## src/rse_pkg.sv

```systemverilog
// Shared types, constants and the GF multiply for the Reed-Solomon encoder.
`default_nettype none
package rse_pkg;

  // Symbol width and the largest number of parity symbols.
  localparam int unsigned SymBits   = 8;
  localparam int unsigned ParityMax = 16;
  localparam int unsigned CntW      = $clog2(ParityMax);
  localparam int unsigned TW        = $clog2(ParityMax + 1);

  // Configuration port widths.
  localparam int unsigned CfgIdxW  = 4;
  localparam int unsigned CfgDataW = 64;

  // Configuration register indexes.
  localparam logic [CfgIdxW-1:0] RegFieldPoly   = 4'd0;
  localparam logic [CfgIdxW-1:0] RegParityCount = 4'd1;
  localparam logic [CfgIdxW-1:0] RegGenLow      = 4'd2;
  localparam logic [CfgIdxW-1:0] RegGenHigh     = 4'd3;

  // Parity count limits.
  localparam logic [TW-1:0] TMin = TW'(2);
  localparam logic [TW-1:0] TMax = TW'(ParityMax);

  typedef logic [SymBits-1:0] sym_t;
  typedef logic [ParityMax-1:0][SymBits-1:0] sym_vec_t;

  // Decoded configuration seen by the datapath.
  typedef struct packed {
    sym_t          poly;   // low bits of the field polynomial
    logic [TW-1:0] t;      // parity count, saturated into range
    sym_vec_t      coeff;  // coeff[k] holds g(k+1)
  } rse_cfg_t;

  // One queued information item.
  typedef struct packed {
    logic valid;
    sym_t sym;
    logic last;
  } rse_qitem_t;

  // Shift-and-add multiply modulo x^SymBits + poly.
  function automatic sym_t gf_mul(sym_t a, sym_t b, sym_t poly);
    sym_t r;
    sym_t aa;
    logic carry;
    r  = '0;
    aa = a;
    for (int i = 0; i < SymBits; i++) begin
      if (b[i]) r = r ^ aa;
      carry = aa[SymBits-1];
      aa    = {aa[SymBits-2:0], 1'b0};
      if (carry) aa = aa ^ poly;
    end
    return r;
  endfunction

endpackage
`default_nettype wire

```

## src/rse_cfg.sv

```systemverilog
// Configuration registers and their decoding for the encoder datapath.
`default_nettype none
module rse_cfg (
  input  wire logic                         clk_i,
  input  wire logic                         rst_ni,
  input  wire logic                         cfg_valid_i,
  output      logic                         cfg_ready_o,
  input  wire logic [rse_pkg::CfgIdxW-1:0]  cfg_index_i,
  input  wire logic [rse_pkg::CfgDataW-1:0] cfg_data_i,
  output      rse_pkg::rse_cfg_t            cfg_o
);
  import rse_pkg::*;

  logic [7:0]          poly_q;
  logic [4:0]          pcount_q;
  logic [CfgDataW-1:0] gen_lo_q;
  logic [CfgDataW-1:0] gen_hi_q;

  assign cfg_ready_o = 1'b1;

  // Register writes; unknown indexes are dropped
  always_ff @(posedge clk_i or negedge rst_ni) begin
    if (!rst_ni) begin
      poly_q   <= 8'd29;
      pcount_q <= 5'd16;
      gen_lo_q <= '0;
      gen_hi_q <= '0;
    end else if (cfg_valid_i) begin
      case (cfg_index_i)
        RegFieldPoly:   poly_q   <= cfg_data_i[7:0];
        RegParityCount: pcount_q <= cfg_data_i[4:0];
        RegGenLow:      gen_lo_q <= cfg_data_i;
        RegGenHigh:     gen_hi_q <= cfg_data_i;
        default: ;
      endcase
    end
  end

  // Saturate T and unpack the coefficient bytes
  always_comb begin
    cfg_o.poly = poly_q[SymBits-1:0];
    if (TW'(pcount_q) < TMin) begin
      cfg_o.t = TMin;
    end else if (TW'(pcount_q) > TMax) begin
      cfg_o.t = TMax;
    end else begin
      cfg_o.t = TW'(pcount_q);
    end
    cfg_o.coeff = {gen_hi_q, gen_lo_q};
  end

endmodule
`default_nettype wire

```

## src/rse_front.sv

```systemverilog
// Input side: takes information items and queues them for the parity engine.
`default_nettype none
module rse_front (
  input  wire logic                clk_i,
  input  wire logic                rst_ni,
  input  wire logic                in_valid_i,
  output      logic                in_ready_o,
  input  wire rse_pkg::sym_t       info_symbol_i,
  input  wire logic                last_info_i,
  output      rse_pkg::rse_qitem_t item_o,
  input  wire logic                pop_i
);
  import rse_pkg::*;

  localparam int unsigned Depth = 4;
  localparam int unsigned PtrW  = $clog2(Depth);

  typedef struct packed {
    sym_t sym;
    logic last;
  } entry_t;

  entry_t              mem_q [Depth];
  logic [PtrW-1:0]     wr_ptr_q, wr_ptr_d;
  logic [PtrW-1:0]     rd_ptr_q, rd_ptr_d;
  logic [PtrW:0]       count_q, count_d;
  logic                push;

  assign in_ready_o = (count_q != (PtrW+1)'(Depth));
  assign push       = in_valid_i && in_ready_o;

  assign item_o.valid = (count_q != '0);
  assign item_o.sym   = mem_q[rd_ptr_q].sym;
  assign item_o.last  = mem_q[rd_ptr_q].last;

  // Pointer and fill bookkeeping
  always_comb begin
    wr_ptr_d = push  ? wr_ptr_q + 1'b1 : wr_ptr_q;
    rd_ptr_d = pop_i ? rd_ptr_q + 1'b1 : rd_ptr_q;
    count_d  = count_q;
    if (push && !pop_i) count_d = count_q + 1'b1;
    if (!push && pop_i) count_d = count_q - 1'b1;
  end

  always_ff @(posedge clk_i or negedge rst_ni) begin
    if (!rst_ni) begin
      wr_ptr_q <= '0;
      rd_ptr_q <= '0;
      count_q  <= '0;
    end else begin
      wr_ptr_q <= wr_ptr_d;
      rd_ptr_q <= rd_ptr_d;
      count_q  <= count_d;
    end
  end

  // Queue storage
  always_ff @(posedge clk_i) begin
    if (push) begin
      mem_q[wr_ptr_q].sym  <= info_symbol_i;
      mem_q[wr_ptr_q].last <= last_info_i;
    end
  end

endmodule
`default_nettype wire

```

## src/rse_back.sv

```systemverilog
// Parity engine: shift register update, parity drain and the output register.
`default_nettype none
module rse_back (
  input  wire logic                clk_i,
  input  wire logic                rst_ni,
  input  wire rse_pkg::rse_cfg_t   cfg_i,
  input  wire rse_pkg::rse_qitem_t item_i,
  output      logic                pop_o,
  output      logic                out_valid_o,
  input  wire logic                out_ready_i,
  output      rse_pkg::sym_t       code_symbol_o,
  output      logic                is_parity_o,
  output      logic                last_o
);
  import rse_pkg::*;

  sym_vec_t        store_q, store_d;
  sym_vec_t        upd;
  sym_vec_t        shifted;
  sym_t            fb;
  logic            drain_q, drain_d;
  logic [CntW-1:0] cnt_q, cnt_d;
  logic            out_valid_q, out_valid_d;
  sym_t            code_q, code_d;
  logic            par_q, par_d;
  logic            last_q, last_d;
  logic            can_load;
  logic [TW-1:0]   t_m1;
  logic            final_par;

  assign can_load  = !out_valid_q || out_ready_i;
  assign pop_o     = !drain_q && item_i.valid && can_load;
  assign t_m1      = cfg_i.t - 1'b1;
  assign final_par = (TW'(cnt_q) == t_m1);
  assign shifted   = store_q >> SymBits;

  // Parallel register update for one information symbol
  always_comb begin
    fb = item_i.sym ^ store_q[0];
    for (int j = 0; j < ParityMax; j++) begin
      if (TW'(j) < t_m1) begin
        upd[j] = shifted[j] ^ gf_mul(fb, cfg_i.coeff[j], cfg_i.poly);
      end else if (TW'(j) == t_m1) begin
        upd[j] = gf_mul(fb, cfg_i.coeff[j], cfg_i.poly);
      end else begin
        upd[j] = store_q[j];
      end
    end
  end

  // Choose what goes into the output register
  always_comb begin
    store_d     = store_q;
    drain_d     = drain_q;
    cnt_d       = cnt_q;
    out_valid_d = out_valid_q;
    code_d      = code_q;
    par_d       = par_q;
    last_d      = last_q;
    if (can_load) begin
      out_valid_d = 1'b0;
      if (pop_o) begin
        store_d     = upd;
        out_valid_d = 1'b1;
        code_d      = item_i.sym;
        par_d       = 1'b0;
        last_d      = 1'b0;
        if (item_i.last) begin
          drain_d = 1'b1;
          cnt_d   = '0;
        end
      end else if (drain_q) begin
        out_valid_d = 1'b1;
        code_d      = store_q[0];
        par_d       = 1'b1;
        last_d      = final_par;
        store_d     = shifted;
        if (final_par) begin
          store_d = '0;
          drain_d = 1'b0;
        end else begin
          cnt_d = cnt_q + 1'b1;
        end
      end
    end
  end

  always_ff @(posedge clk_i or negedge rst_ni) begin
    if (!rst_ni) begin
      store_q     <= '0;
      drain_q     <= 1'b0;
      cnt_q       <= '0;
      out_valid_q <= 1'b0;
    end else begin
      store_q     <= store_d;
      drain_q     <= drain_d;
      cnt_q       <= cnt_d;
      out_valid_q <= out_valid_d;
    end
  end

  // Output payload
  always_ff @(posedge clk_i) begin
    code_q <= code_d;
    par_q  <= par_d;
    last_q <= last_d;
  end

  assign out_valid_o   = out_valid_q;
  assign code_symbol_o = code_q;
  assign is_parity_o   = par_q;
  assign last_o        = last_q;

endmodule
`default_nettype wire

```

## src/rs_systematic_encoder_unit.sv

```systemverilog
// Top level of the systematic Reed-Solomon encoder.
// Takes one information symbol per cycle while the input queue has room and
// passes it through while the parity shift register updates all T positions
// in parallel; after the item marked last_info it emits the T parity symbols,
// one per cycle unless the output stalls, the final one marked by last_o.
// Unstalled, the rate is one item per cycle plus each codeword's parity drain;
// during the drain the four-entry input queue keeps taking items until full.
// Items pass the queue, then the output register. Configuration is to be
// written only while idle, unenforced by the block; cfg_ready_o is always high.
`default_nettype none
module rs_systematic_encoder_unit (
  input  wire logic                         clk_i,
  input  wire logic                         rst_ni,
  input  wire logic                         cfg_valid_i,
  output      logic                         cfg_ready_o,
  input  wire logic [rse_pkg::CfgIdxW-1:0]  cfg_index_i,
  input  wire logic [rse_pkg::CfgDataW-1:0] cfg_data_i,
  input  wire logic                         in_valid_i,
  output      logic                         in_ready_o,
  input  wire logic [7:0]                   info_symbol_i,
  input  wire logic                         last_info_i,
  output      logic                         out_valid_o,
  input  wire logic                         out_ready_i,
  output      logic [7:0]                   code_symbol_o,
  output      logic                         is_parity_o,
  output      logic                         last_o
);
  import rse_pkg::*;

  rse_cfg_t   cfg;
  rse_qitem_t item;
  logic       pop;

  rse_cfg u_cfg (
    .clk_i       (clk_i),
    .rst_ni      (rst_ni),
    .cfg_valid_i (cfg_valid_i),
    .cfg_ready_o (cfg_ready_o),
    .cfg_index_i (cfg_index_i),
    .cfg_data_i  (cfg_data_i),
    .cfg_o       (cfg)
  );

  rse_front u_front (
    .clk_i         (clk_i),
    .rst_ni        (rst_ni),
    .in_valid_i    (in_valid_i),
    .in_ready_o    (in_ready_o),
    .info_symbol_i (info_symbol_i),
    .last_info_i   (last_info_i),
    .item_o        (item),
    .pop_i         (pop)
  );

  rse_back u_back (
    .clk_i         (clk_i),
    .rst_ni        (rst_ni),
    .cfg_i         (cfg),
    .item_i        (item),
    .pop_o         (pop),
    .out_valid_o   (out_valid_o),
    .out_ready_i   (out_ready_i),
    .code_symbol_o (code_symbol_o),
    .is_parity_o   (is_parity_o),
    .last_o        (last_o)
  );

endmodule
`default_nettype wire

```

## config.mk

```make
export PLATFORM = sky130hd
export DESIGN_NAME = rs_systematic_encoder_unit
export DESIGN_NICKNAME = d
export VERILOG_FILES = /design/src/rse_pkg.sv /design/src/rse_cfg.sv /design/src/rse_front.sv /design/src/rse_back.sv /design/src/rs_systematic_encoder_unit.sv
export SDC_FILE = /design/constraint.sdc
export NUM_CORES = 2
export LEC_CHECK = 0
export BUFFER_PORTS_ARGS = -buffer_cell sky130_fd_sc_hd__buf_2
export CAP_MARGIN = 15
export CORE_ASPECT_RATIO = 0.5
export CORE_MARGIN = 2
export CORE_UTILIZATION = 35
export CTS_CLUSTER_DIAMETER = 100
export CTS_CLUSTER_SIZE = 25
export DETAILED_ROUTE_END_ITERATION = 10
export SYNTH_ARGS = -nofsm -noshare
export SYNTH_HDL_FRONTEND = slang
export SYNTH_SLANG_ARGS = --single-unit
```

## constraint.sdc

```tcl
create_clock -name clk_i -period 13.15 [get_ports clk_i]
set_input_delay 1.9725 -clock clk_i [delete_from_list [all_inputs] [get_ports clk_i]]
set_output_delay 1.9725 -clock clk_i [all_outputs]
set_load 0.01 [all_outputs]
```

==> summary.txt <==
====================================================================================
Num rows ..............................................................           78
Crit share post-route .................................................        64.1%
Vias/cell .............................................................         6.06
Post-CTS setup buffer count ...........................................            0
Clock Path Buffers ....................................................            3
Data arrival time of the worst path ...................................      8.93 ns
Post-synth ARST share .................................................        86.0%
Post-synthesis mux area share .........................................        6.48%
Violation count after the first detailed-route iteration ..............         4166
CP startpoint kind ....................................................    flip-flop
Congestion Overflow GR ................................................            0
Data required time at the worst endpoint ..............................     13.65 ns
Post-layout minimum cycle time ........................................      8.43 ns
CTS tree ..............................................................         done
Post-route standard cell area excluding fillers .......................   33600 um^2
Number of buffers inserted by hold repair at cts ......................            0
Placed Instance Area ..................................................   33100 um^2
Distinct cells, synth .................................................          104
Area share of and/or/nand/nor cells after synthesis ...................        16.8%
Synthesized area per cell .............................................    8.39 um^2
Hold crit path type ................................................... flip-flop to flip-flop
Number of ports placed on the die boundary ............................           95
Cell total after placement ............................................         4815
Vias in the first global route ........................................        27.5k
Max-cap violation count ...............................................            0
Crit path capture type ................................................    flip-flop
Max Clock Skew ........................................................    0.0434 ns
Worst setup path class ................................................ flip-flop to flip-flop
Main flop type after synthesis ........................................      dfrtp_1
Highest fanout seen on the critical path ..............................           30
Global routing usage on met3 ..........................................        5.86%
First-pass GRT wire length ............................................       213 mm
Flops & latches, synth ................................................          328
Root Buffer ...........................................................    clkbuf_16
Post-synthesis cell type with the largest combined area ...............      xnor2_1
Count of flip-flops with a built-in enable after synthesis ............           46
Global Route met2 Usage ...............................................        46.9%
GRT met1 Usage ........................................................        44.1%
Maximum single-stage delay on the critical path .......................      1.04 ns
Die height ............................................................       217 um
Portion of the post-synthesis area used by sequential elements ........        26.6%
Detail-routed net length per standard cell ............................      31.5 um
Area contributors post-synth .......................................... xnor2_1 24%, dfrtp_1 22%, nand2_1 7.3%
Initial core utilization ..............................................        35.2%
Post-detail-place hpwl ................................................       116 mm
Remaining antenna violation count .....................................            0
Hold violation total from the final report ............................            0
Maximum clock frequency ...............................................      119 MHz
Unrepaired setup endpoints after global routing .......................           no
Layout filler cell count ..............................................         9186
Count of cells resized by post-cts repair .............................            0
PortBufs ..............................................................           93
Synth warnings ........................................................            0
Largest net degree at the start of global routing .....................           93
Drt total wl ..........................................................       153 mm
Die outline width .....................................................       430 um
Global route hottest layer ............................................         met2
Latest clock arrival within the worst-skew pair .......................      0.60 ns
Initial antenna violation count .......................................            5
Net count after synthesis .............................................         3879
Vias post-DR ..........................................................        29.4k
Final max-slew violation count ........................................            0
Number of buffers added by the clock tree synthesis step ..............           17
Iteration count of the initial detailed-routing pass ..................            6
Placer Congestion .....................................................         1.06
Proportion of netlist area held by the largest area contributor .......        23.6%
Run status ............................................................ finished, final reports clean
Relative max-transition margin ........................................        12.3%
CP Cell Sequence ...................................................... mux4_2, xor2_4, o21ai_0, and2_1, buf_4, nor3_2, or2_1, xor3_1, buf_4, a211o_1, a211oi_4, a311o_1, nand3_1, xnor2_1, o31ai_1
Largest family of logic cells by synthesized area ..................... XOR/XNOR gates
Number of nets in the finished design .................................         3730
Layout cells sized above 1 ............................................        12.4%
Clock sink count ......................................................          328
Compound-Gate Fraction of Synth Area ..................................        14.6%
Number of setup violations in the final report ........................            0
Core region area ......................................................   90300 um^2
Parity-gate share of the synthesized area counting xor and xnor cells .        30.1%
Layout area overhead ..................................................        5.72%
Setup Total Neg Slack .................................................         0 ns
Clock slew at reported path FFs .......................................      0.11 ns
Cell seen most often among critical-path stages .......................        buf_4
Number of cells produced by synthesis .................................         3786
CP max stage cell .....................................................      dfrtp_1
Fin cells .............................................................         4847
Adder-cell share of the synthesized area ..............................       0.457%
Total die area ........................................................   93300 um^2
Total global-route track usage ........................................        31.9%
Slew at the pin closest to its max-slew limit .........................      1.31 ns
Number of design rule violations left after detail routing ............            0
H-tree level count ....................................................            1
Cell area after synthesis .............................................   31800 um^2
====================================================================================
-- routing by layer --
layer	routed length, um	vias up
met5	0	-
met4	9880	0
met3	16000	315
met2	63700	1821
met1	63300	14700
li1	-	12600
-- through the flow --
step | setup WS, ns | util [%] | hold slack (ns)
after floorplan | 8.43 | - | 0.464
after global placement | 5.04 | 36.6 | 0.484
after detailed placement | 5.03 | 36.6 | 0.495
after CTS | 4.98 | 37.1 | 0.512
after global routing | 4.41 | 37.2 | 0.537
final | 4.72 | 37.2 | 0.511
-- placed cells by master (no fill, tap or decap), types with 7 or more instances in the layout --
cell type,synthesis,layout
o21ai_1,57,60
o211a_1,7,7
o211ai_1,24,24
a21oi_1,43,43
o21ai_0,367,363
a22oi_1,40,40
o2111ai_1,17,16
a21boi_1,13,14
xnor2_1,856,855
and2_1,11,11
ha_1,10,10
clkbuf_16,0,17
nand3b_1,7,7
buf_2,34,93
or3_1,8,7
o22ai_1,21,21
nor2_1,63,61
edfxtp_1,46,46
nand3_1,318,318
nand2b_1,9,9
mux2_2,138,138
mux4_2,7,7
dfrtp_1,277,277
nor3_1,14,10
o221ai_1,22,22
xnor3_1,43,43
and3_1,10,10
nand3_2,19,19
nand2_1,621,620
xor2_1,105,101
buf_4,11,83
inv_1,18,18
nand4_1,41,41
mux2i_1,28,28
a21o_1,7,7
-- area by class of cell --
class / instances / area, um^2 / share of cell area [%]
multi-input cells: 3090 / 21900 / 65.3
flip-flops and latches: 328 / 8440 / 25.2
well taps: 1200 / 1500 / 4.47
repair buffers: 179 / 1150 / 3.41
clock buffers: 23 / 448 / 1.33
inverters: 21 / 78.8 / 0.235
clock inverters: 2 / 25.0 / 0.0745
diodes: 4 / 10.0 / 0.0298
-- cells in the mapped netlist, types with 22 or more instances --
cell / instances
buf_2: 34
dfrtp_1: 277
o21ai_1: 57
clkbuf_1: 260
a22oi_1: 40
nor2_1: 63
o211ai_1: 24
buf_1: 28
o221ai_1: 22
mux2i_1: 28
nand2_1: 621
edfxtp_1: 46
nand3_1: 318
o21ai_0: 367
xor2_1: 105
a21oi_1: 43
nand4_1: 41
xnor3_1: 43
xnor2_1: 856
mux2_2: 138
-- critical path, delay by kind of cell, from the launching register on --
kind	cells	cell delay, ns
AO/OA/AOI/OAI	5	2.88
XOR/XNOR	3	1.76
multiplexers	1	0.49
flip-flops	1	1.04
AND/OR/NAND/NOR	4	1.59
buffers and inverters	2	0.54
-- registers in the layout (all words and copies together) (netlist names) --
| signal | count |
|---|---|
| u_front.wr_ptr_q | 2 |
| u_cfg.poly_q | 8 |
| u_back.shifted | 120 |
| u_back.cnt_q | 4 |
| u_back.code_symbol_o | 8 |
| u_back.is_parity_o | 1 |
| u_cfg.gen_lo_q | 64 |
| u_front.count_q | 3 |
| u_front.mem_q | 36 |
| u_back.drain_q | 1 |
| u_back.last_o | 1 |
| u_cfg.gen_hi_q | 64 |
| u_cfg.pcount_q | 5 |
| u_back.store_q | 8 |
| u_front.rd_ptr_q | 2 |
| u_back.out_valid_o | 1 |
-- cell families (layout without fill, tap and decap cells) --
| group | Yosys count | in the layout |
|---|---|---|
| AO/OA/AOI/OAI | 720 | 720 |
| AND/OR/NAND/NOR | 1168 | 1168 |
| flip-flops | 328 | 328 |
| other | 1 | 5 |
| buffers and inverters | 368 | 225 |
| XOR/XNOR | 1013 | 1013 |
| adder cells (fa/ha/maj) | 11 | 11 |
| multiplexers | 177 | 177 |
-- path summary, 6_finish.rpt --
check	start	endpoint	slack (ns)	cells after the start
max reg2reg	u_front.rd_ptr_q[1]$_DFFE_PN0P_	u_back.shifted[116]$_DFFE_PN0P_	4.72	15
min	u_front.count_q[2]$_DFFE_PN0P_	u_front.count_q[2]$_DFFE_PN0P_	0.51	1
min in group asynchronous	rst_ni	u_front.count_q[1]$_DFFE_PN0P_	1.41	1
max	u_front.rd_ptr_q[1]$_DFFE_PN0P_	u_back.shifted[116]$_DFFE_PN0P_	4.72	15
max in group asynchronous	rst_ni	u_cfg.gen_lo_q[21]$_DFFE_PN0P_	9.40	3
min reg2reg	u_front.count_q[2]$_DFFE_PN0P_	u_front.count_q[2]$_DFFE_PN0P_	0.51	1
Power is left out: the tool's default activity adds up to more than one toggle a clock period on the data nets, which glitch-free logic cannot reach.
